`src/design/armpm_pkg.sv`:
```
// armpm_pkg: shared types and constants for the rms/peak level meter
// no dependencies

package armpm_pkg;

  localparam int unsigned CHANNELS_DEF       = 2;
  localparam int unsigned MAX_COUNT_LOG2_DEF = 24;
  localparam int unsigned LOG_FRAC_BITS      = 16;
  localparam int unsigned SUM_W              = 64;
  localparam logic [18:0] K_RMS              = 19'd197283;
  localparam logic [18:0] K_PEAK             = 19'd394566;
  localparam logic signed [15:0] DB_FLOOR    = 16'sh8000;

  typedef struct packed {
    logic              channel;
    logic signed [15:0] sample;
    logic              last;
  } in_item_t;

  typedef struct packed {
    logic              result_channel;
    logic signed [15:0] rms_db;
    logic signed [15:0] peak_db;
    logic              overflowed;
  } out_item_t;

  // request and response between sequencer and log unit
  typedef struct packed {
    logic        start;
    logic [63:0] x;
  } log_req_t;

  typedef struct packed {
    logic               done;
    logic signed [22:0] value;
  } log_rsp_t;

endpackage

```
`src/design/armpm_log2.sv`:
```
// armpm_log2: iterative fixed-point log2, one fraction bit per cycle
// depends on armpm_pkg

module armpm_log2 (
  input  logic                 clk_i,
  input  logic                 rst_ni,
  input  armpm_pkg::log_req_t  req_i,
  output armpm_pkg::log_rsp_t  rsp_o
);

  localparam logic [1:0] S_IDLE = 2'd0;
  localparam logic [1:0] S_NORM = 2'd1;
  localparam logic [1:0] S_ITER = 2'd2;

  localparam int unsigned LOG_FRAC_BITS_M1 = armpm_pkg::LOG_FRAC_BITS - 1;

  logic [1:0]  state_q, state_d;
  logic [63:0] x_q, x_d;
  logic [32:0] m_q, m_d;
  logic [5:0]  e_q, e_d;
  logic [4:0]  bit_q, bit_d;
  logic [15:0] frac_q, frac_d;
  logic        done_q, done_d;

  logic [5:0]  lead;
  logic [65:0] sq;
  logic [34:0] msq;

  // leading one search over the 64-bit operand
  always_comb begin
    lead = 6'd0;
    for (int i = 0; i < 64; i++) begin
      if (x_q[i]) lead = 6'(i);
    end
  end

  assign sq  = {33'd0, m_q} * {33'd0, m_q};
  assign msq = sq[65:31];

  always_comb begin
    state_d = state_q;
    x_d     = x_q;
    m_d     = m_q;
    e_d     = e_q;
    bit_d   = bit_q;
    frac_d  = frac_q;
    done_d  = 1'b0;
    case (state_q)
      S_IDLE: begin
        if (req_i.start) begin
          x_d     = req_i.x;
          state_d = S_NORM;
        end
      end
      S_NORM: begin
        e_d = lead;
        if (lead >= 6'd31) m_d = 33'(x_q >> (lead - 6'd31));
        else               m_d = 33'(x_q << (6'd31 - lead));
        bit_d   = 5'(LOG_FRAC_BITS_M1);
        frac_d  = '0;
        state_d = S_ITER;
      end
      S_ITER: begin
        if (msq[34:32] != 3'd0) begin
          frac_d[bit_q[3:0]] = 1'b1;
          m_d = msq[33:1];
        end else begin
          m_d = msq[32:0];
        end
        bit_d = bit_q - 5'd1;
        if (bit_q == 5'd0) begin
          done_d  = 1'b1;
          state_d = S_IDLE;
        end
      end
      default: state_d = S_IDLE;
    endcase
  end

  always_ff @(posedge clk_i or negedge rst_ni) begin
    if (!rst_ni) begin
      state_q <= S_IDLE;
      done_q  <= 1'b0;
    end else begin
      state_q <= state_d;
      done_q  <= done_d;
    end
  end

  always_ff @(posedge clk_i) begin
    x_q    <= x_d;
    m_q    <= m_d;
    e_q    <= e_d;
    bit_q  <= bit_d;
    frac_q <= frac_d;
  end

  assign rsp_o.done  = done_q;
  assign rsp_o.value = $signed({1'b0, e_q, frac_q});

endmodule

```
`src/design/audio_rms_peak_meter_db_unit.sv`:
```
// audio_rms_peak_meter_db_unit: per-channel rms and peak level meter, dBFS Q8.8
// depends on armpm_pkg and armpm_log2
// a sample without last goes through accept and accumulate, then back to idle
// a last sample goes through accumulate, three log2 runs (each a request, then a wait
//   for done) on the shared log unit, two scale multiplies, then the output load
// no new item is taken until the previous one is through and its result is taken
// reset clears all channel accumulators, the sequencer and the output valid

module audio_rms_peak_meter_db_unit #(
  parameter int unsigned CHANNELS       = armpm_pkg::CHANNELS_DEF,
  parameter int unsigned MAX_COUNT_LOG2 = armpm_pkg::MAX_COUNT_LOG2_DEF
) (
  input  logic                 clk_i,
  input  logic                 rst_ni,
  input  logic                 in_valid_i,
  output logic                 in_ready_o,
  input  armpm_pkg::in_item_t  in_item_i,
  output logic                 out_valid_o,
  input  logic                 out_ready_i,
  output armpm_pkg::out_item_t out_item_o
);

  localparam int unsigned CH_W  = (CHANNELS > 1) ? $clog2(CHANNELS) : 1;
  localparam int unsigned CNT_W = MAX_COUNT_LOG2;

  // sequencer codes
  localparam logic [3:0] S_IDLE  = 4'd0;
  localparam logic [3:0] S_ACC   = 4'd1;
  localparam logic [3:0] S_LSUM  = 4'd2;
  localparam logic [3:0] S_WSUM  = 4'd3;
  localparam logic [3:0] S_LCNT  = 4'd4;
  localparam logic [3:0] S_WCNT  = 4'd5;
  localparam logic [3:0] S_LPK   = 4'd6;
  localparam logic [3:0] S_WPK   = 4'd7;
  localparam logic [3:0] S_MRMS  = 4'd8;
  localparam logic [3:0] S_MPK   = 4'd9;
  localparam logic [3:0] S_OUT   = 4'd10;

  // per-channel accumulators
  logic [63:0]    sum_q  [CHANNELS];
  logic [CNT_W:0] cnt_q  [CHANNELS];
  logic [16:0]    peak_q [CHANNELS];
  logic           ovf_q  [CHANNELS];

  logic [3:0]  state_q, state_d;
  armpm_pkg::in_item_t item_q;
  logic [CH_W-1:0] ch_q;
  logic signed [22:0] lsum_q, lcnt_q, lpk_q;
  logic signed [22:0] dlog;
  logic signed [41:0] prod;
  logic signed [15:0] rms_q;
  logic [16:0] mag;
  logic [31:0] sq;
  logic        in_range;

  armpm_pkg::log_req_t lreq;
  armpm_pkg::log_rsp_t lrsp;
  armpm_pkg::out_item_t out_q;
  logic out_valid_q;

  armpm_log2 u_log2 (
    .clk_i  (clk_i),
    .rst_ni (rst_ni),
    .req_i  (lreq),
    .rsp_o  (lrsp)
  );

  // take a new item only with the sequencer idle and no result pending
  assign in_ready_o = (state_q == S_IDLE) && !out_valid_q;

  assign ch_q     = CH_W'(item_q.channel);
  assign in_range = 32'(item_q.channel) < CHANNELS;
  assign mag      = item_q.sample[15] ? (17'h10000 - {1'b0, item_q.sample})
                                      : {1'b0, item_q.sample};
  assign sq       = 32'(mag) * 32'(mag);

  // log operand selection for the single shared log unit
  always_comb begin
    lreq.start = 1'b0;
    lreq.x     = '0;
    case (state_q)
      S_LSUM: begin lreq.start = 1'b1; lreq.x = sum_q[ch_q]; end
      S_LCNT: begin lreq.start = 1'b1; lreq.x = 64'(cnt_q[ch_q]); end
      S_LPK:  begin lreq.start = 1'b1; lreq.x = 64'(peak_q[ch_q]); end
      default: ;
    endcase
  end

  // one shared multiplier for both dB scalings
  always_comb begin
    if (state_q == S_MRMS) begin
      dlog = lsum_q - lcnt_q - 23'sd1966080;
      prod = 42'(dlog) * $signed({23'd0, armpm_pkg::K_RMS});
    end else begin
      dlog = lpk_q - 23'sd983040;
      prod = 42'(dlog) * $signed({23'd0, armpm_pkg::K_PEAK});
    end
  end

  function automatic logic signed [15:0] to_db(input logic signed [41:0] p);
    logic signed [41:0] r;
    r = (p + 42'sd8388608) >>> 24;
    if (r > 42'sd0)           return 16'sd0;
    else if (r < -42'sd32768) return armpm_pkg::DB_FLOOR;
    else                      return r[15:0];
  endfunction

  always_comb begin
    state_d = state_q;
    case (state_q)
      S_IDLE:  if (in_valid_i && in_ready_o) state_d = S_ACC;
      S_ACC:   state_d = (in_range && item_q.last) ? S_LSUM : S_IDLE;
      S_LSUM:  state_d = S_WSUM;
      S_WSUM:  if (lrsp.done) state_d = S_LCNT;
      S_LCNT:  state_d = S_WCNT;
      S_WCNT:  if (lrsp.done) state_d = S_LPK;
      S_LPK:   state_d = S_WPK;
      S_WPK:   if (lrsp.done) state_d = S_MRMS;
      S_MRMS:  state_d = S_MPK;
      S_MPK:   state_d = S_OUT;
      S_OUT:   state_d = S_IDLE;
      default: state_d = S_IDLE;
    endcase
  end

  always_ff @(posedge clk_i or negedge rst_ni) begin
    if (!rst_ni) begin
      state_q     <= S_IDLE;
      out_valid_q <= 1'b0;
      for (int c = 0; c < CHANNELS; c++) begin
        sum_q[c]  <= '0;
        cnt_q[c]  <= '0;
        peak_q[c] <= '0;
        ovf_q[c]  <= 1'b0;
      end
    end else begin
      state_q <= state_d;
      if (out_valid_q && out_ready_i) out_valid_q <= 1'b0;
      // accumulate one sample into its channel
      if (state_q == S_ACC && in_range) begin
        if (mag > peak_q[ch_q]) peak_q[ch_q] <= mag;
        if (cnt_q[ch_q] < {1'b0, {CNT_W{1'b1}}}) begin
          sum_q[ch_q] <= sum_q[ch_q] + 64'(sq);
          cnt_q[ch_q] <= cnt_q[ch_q] + 1'b1;
        end else begin
          ovf_q[ch_q] <= 1'b1;
        end
      end
      if (state_q == S_OUT) begin
        out_valid_q     <= 1'b1;
        sum_q[ch_q]  <= '0;
        cnt_q[ch_q]  <= '0;
        peak_q[ch_q] <= '0;
        ovf_q[ch_q]  <= 1'b0;
      end
    end
  end

  always_ff @(posedge clk_i) begin
    if (in_valid_i && in_ready_o) item_q <= in_item_i;
    if (state_q == S_WSUM && lrsp.done) lsum_q <= lrsp.value;
    if (state_q == S_WCNT && lrsp.done) lcnt_q <= lrsp.value;
    if (state_q == S_WPK  && lrsp.done) lpk_q  <= lrsp.value;
    if (state_q == S_MRMS) begin
      // zero sum floors; count is nonzero once a sample was taken
      rms_q <= (sum_q[ch_q] == '0) ? armpm_pkg::DB_FLOOR : to_db(prod);
    end
    if (state_q == S_MPK) begin
      out_q.result_channel <= item_q.channel;
      out_q.rms_db         <= rms_q;
      out_q.peak_db        <= (peak_q[ch_q] == '0) ? armpm_pkg::DB_FLOOR : to_db(prod);
    end
    if (state_q == S_OUT) out_q.overflowed <= ovf_q[ch_q];
  end

  assign out_valid_o = out_valid_q;
  assign out_item_o  = out_q;

  // a result only appears after the sequencer finishes a window
  assert property (@(posedge clk_i) disable iff (!rst_ni)
    $rose(out_valid_q) |-> $past(state_q) == S_OUT)
    else $error("result without finished window");

  // no input is taken while a result is pending
  assert property (@(posedge clk_i) disable iff (!rst_ni)
    out_valid_q |-> !in_ready_o)
    else $error("input accepted with result pending");

  // log unit is only started from a request state
  assert property (@(posedge clk_i) disable iff (!rst_ni)
    lreq.start |-> (state_q == S_LSUM || state_q == S_LCNT || state_q == S_LPK))
    else $error("stray log request");

endmodule
```
`config.mk`:
```
export PLATFORM = sky130hd
export DESIGN_NAME = audio_rms_peak_meter_db_unit
export DESIGN_NICKNAME = d
export VERILOG_FILES = /design/src/design/armpm_pkg.sv /design/src/design/armpm_log2.sv /design/src/design/audio_rms_peak_meter_db_unit.sv
export SDC_FILE = /design/constraint.sdc
export NUM_CORES = 2
export LEC_CHECK = 0
export BUFFER_PORTS_ARGS = -buffer_cell sky130_fd_sc_hd__clkbuf_2
export CAP_MARGIN = 40
export CELL_PAD_IN_SITES_DETAIL_PLACEMENT = 1
export CELL_PAD_IN_SITES_GLOBAL_PLACEMENT = 1
export CORE_UTILIZATION = 30
export CTS_CLUSTER_DIAMETER = 100
export DETAILED_ROUTE_END_ITERATION = 12
export PLACE_DENSITY_LB_ADDON = 0.1
export SETUP_SLACK_MARGIN = 0.15
export SKIP_CTS_REPAIR_TIMING = 1
export SLEW_MARGIN = 25
export SYNTH_ARGS = -nofsm -noshare
export SYNTH_HDL_FRONTEND = slang
export SYNTH_HIERARCHICAL = 1
export SYNTH_SLANG_ARGS = --single-unit
```
`constraint.sdc`:
```
create_clock -name clk_i -period 23.4 [get_ports clk_i]
set_input_delay 1.17 -clock clk_i [delete_from_list [all_inputs] [get_ports clk_i]]
set_output_delay 1.17 -clock clk_i [all_outputs]
set_load 0.02 [all_outputs]
```
==> summary.md <==
| Metric | Value |
|---|---|
| CP Class | reg2reg |
| Port Buffer Count | 57 |
| Clock Skews | 56.3 ps |
| Outcome | completed |
| Area taken by multi-input logic gates | 0.0612 mm^2 |
| Slowest stage delay, CP | 660 ps |
| Hold Crit Class | reg2reg |
| WHS Endpoint | out_item_o[25]$_DFFE_PP_ |
| Critical path required time | 23990 ps |
| Hold_sp | rms_q[8]$_SDFFCE_PN0P_ |
| MaxCap Viol Count | 0 |
| Total Die Area | 0.276 mm^2 |
| Gp weighted congestion | 0.856 |
| Hold_ws | 419 ps |
| Vias | 61300 |
| CP top delay family | adder cells |
| Syn Area/Cell | 9.51 um^2 |
| Initial core utilization | 0.303 |
| Mapped cell area | 0.0823 mm^2 |
| Yosys warns | 6 |
| Slowest stage cell, crit path | xor2_1 |
| Initial antenna violation count | 13 |
| Worst slew pin tran | 945 ps |
| Num rows | 191 |
| Share of the yosys chip area belonging to registers | 0.163 |
| CTS tree | yes |
| Final hold viol count | 0 |
| Setup slack after layout | 10880 ps |
| Yosys reg bits | 483 |
| First-pass GRT wire length | 438 mm |
| Final Cycle Share | 0.535 |
| Clock Tree Buf Depth | 3 |
| CP Launch Type | flip-flop |
| FILL cells | 31000 |
| Hold path depth | 0 |
| Critical path buffer and inverter count | 7 |
| Post-synth EDFFs | 261 |
| Pre-antenna DRT Iters | 5 |
| Distinct cell type count after synthesis | 120 |
| Vias in the first global route | 69300 |
| Final Max Slew Viols | 0 |
| Residual DRC | 0 |
| Reg-to-Reg Start | item_q[1]$_DFFE_PP_ |
| Chip Width | 526 um |
| FMAX | 79.9 MHz |
| Post-place setup slack | 10920 ps |
| FF+latch area | 0.0134 mm^2 |
| Drt wl/cell | 23.0 um |
| Rel. slew slack | 0.364 |
| Worst endpoint data arrival time | 13100 ps |
| Final core utilization | 0.329 |
| Worst-Skew Late Latency | 700 ps |
| R2R Setup Slk | 10880 ps |
| RSZ-0062 raised after global routing | no |
| Top FF cell, synth | edfxtp_1 |
| Num CTS Buffers | 68 |
| H-tree levels | 3 |
| Setup violators final | 0 |
| Clock Sink Count | 483 |
| Tot GR Track Use | 0.207 |
| Vias/cell | 5.02 |
| HPWL Detailed | 226 mm |
| Synth Instances | 8658 |
| Fin crit period | 12520 ps |
| Worst r2r path cells | 40 |
| Synthesis-to-layout area growth | 8.46% |
| Critical path endpoint category | flip-flop |
| Ports | 58 |
| Antenna viol nets, final | 0 |
| Clock tree root buffer cell | clkbuf_16 |
| Crit-path max FO | 13 |
| Final setup TNS | 0 ps |
| Final nets | 10700 |
| Die Y | 526 um |
| WL final | 281 mm |
| 1st-iter DRT viols | 2914 |
| Largest net degree at the start of global routing | 79 |
| Ys async rst share | 0.460 |
| Layout cells sized above 1 | 0.0628 |
| Core region area | 0.272 mm^2 |
| Reg clk slew, reported paths | 60 ps |
| Grt ovf | 0 |
per-stage QoR:
step / cell area, um^2 / std cells
6_report: 89300 / 12200
5_1_grt: 89300 / 12200
4_1_cts: 89200 / 12200
3_5_place_dp: 86800 / 12100
3_3_place_gp: 86600 / 12100
2_1_floorplan: 82400 / 8692
cell usage in the layout, fill, tap and decap left out, types with 29 or more instances in the layout:
master	instances
ha_1	840
xor2_1	70
or3_1	29
o31ai_1	44
inv_1	1689
mux2_2	62
nor2b_1	62
nand2b_1	37
nand2_1	793
dfrtp_1	222
mux4_2	58
o211ai_1	54
clkbuf_16	69
a211oi_1	47
buf_4	112
a21o_1	84
and3_1	45
edfxtp_1	261
o21a_1	52
clkbuf_2	56
a31oi_1	63
nand3_1	140
conb_1	37
and2_1	265
a21oi_1	310
xnor2_1	168
a22o_1	34
fa_1	1249
nor4_1	39
nor2_1	430
mux2i_1	244
o21ai_0	280
nor3_1	81
nand4_1	55
metal layers:
metal	vias up	global-route usage	wire length, um
li1	28100	-	-
met1	32200	0.283	130000
met2	754	0.361	139000
met3	201	0.0147	7550
met4	0	0.0360	4780
met5	-	0	0
worst max path at each step:
stage          slack (ps)           startpoint         to  cells past startpoint
3_3_place_gp        11060  item_q[1]$_DFFE_PP_  flip-flop                     40
4_1_cts             10880  item_q[1]$_DFFE_PP_  flip-flop                     40
6_report            10880  item_q[1]$_DFFE_PP_  flip-flop                     40
2_1_floorplan       13360  item_q[1]$_DFFE_PP_  flip-flop                     43
3_5_place_dp        10920  item_q[1]$_DFFE_PP_  flip-flop                     40
5_1_grt              9950  item_q[1]$_DFFE_PP_  flip-flop                     40
cells by family (layout without fill, tap and decap cells):
kind of cell	after synthesis	after routing	synth area share
flops	483	483	0.163
other cells	3	42	0.000137
compound gates	1288	1288	0.104
xor+xnor	244	244	0.0261
buf+inv	2063	2018	0.0971
fa+ha+maj	2092	2092	0.432
mux	367	367	0.0547
simple gates	2118	2118	0.123
cells in the mapped netlist, types with 34 or more instances:
| cell | instances | share of area |
|---|---|---|
| o21ai_0 | 280 | 0.017 |
| nor3_1 | 84 | 0.0051 |
| fa_1 | 1249 | 0.30 |
| a211oi_1 | 48 | 0.0044 |
| nor4_1 | 39 | 0.0030 |
| nor2b_1 | 62 | 0.0047 |
| xnor2_1 | 171 | 0.018 |
| buf_2 | 83 | 0.0050 |
| o31ai_1 | 44 | 0.0040 |
| inv_1 | 1689 | 0.077 |
| mux2_2 | 62 | 0.0085 |
| a21o_1 | 84 | 0.0077 |
| nand2b_1 | 37 | 0.0028 |
| clkbuf_1 | 232 | 0.011 |
| nand4_1 | 55 | 0.0042 |
| o21a_1 | 52 | 0.0047 |
| o211ai_1 | 54 | 0.0049 |
| a22o_1 | 34 | 0.0036 |
| edfxtp_1 | 261 | 0.095 |
| mux4_2 | 58 | 0.016 |
| dfrtp_1 | 222 | 0.067 |
| and3_1 | 45 | 0.0034 |
| nor2_1 | 435 | 0.020 |
| a31oi_1 | 63 | 0.0048 |
| and2_1 | 267 | 0.020 |
| nand3_1 | 140 | 0.0085 |
| xor2_1 | 71 | 0.0076 |
| nand2_1 | 794 | 0.036 |
| mux2i_1 | 244 | 0.030 |
| a21oi_1 | 312 | 0.019 |
| ha_1 | 843 | 0.13 |
worst register-to-register path, delay by kind of cell, from the launching register on:
kind	cells	cell delay, ps
buf+inv	7	1330
fa+ha+maj	9	3710
flops	1	360
simple gates	12	3260
xor+xnor	2	790
compound gates	10	2950
area by class of cell:
| type | instances | share of cell area |
|---|---|---|
| antenna | 5 | 0.000140 |
| clock buffer | 80 | 0.0203 |
| clock inverter | 43 | 0.00594 |
| inverter | 1704 | 0.0717 |
| multi-input combinational | 6146 | 0.686 |
| sequential | 483 | 0.150 |
| tap | 3570 | 0.0500 |
| timing repair buffer | 191 | 0.0162 |
Power is left out: the tool's default activity adds up to more than one toggle a clock period on the data nets, which glitch-free logic cannot reach.
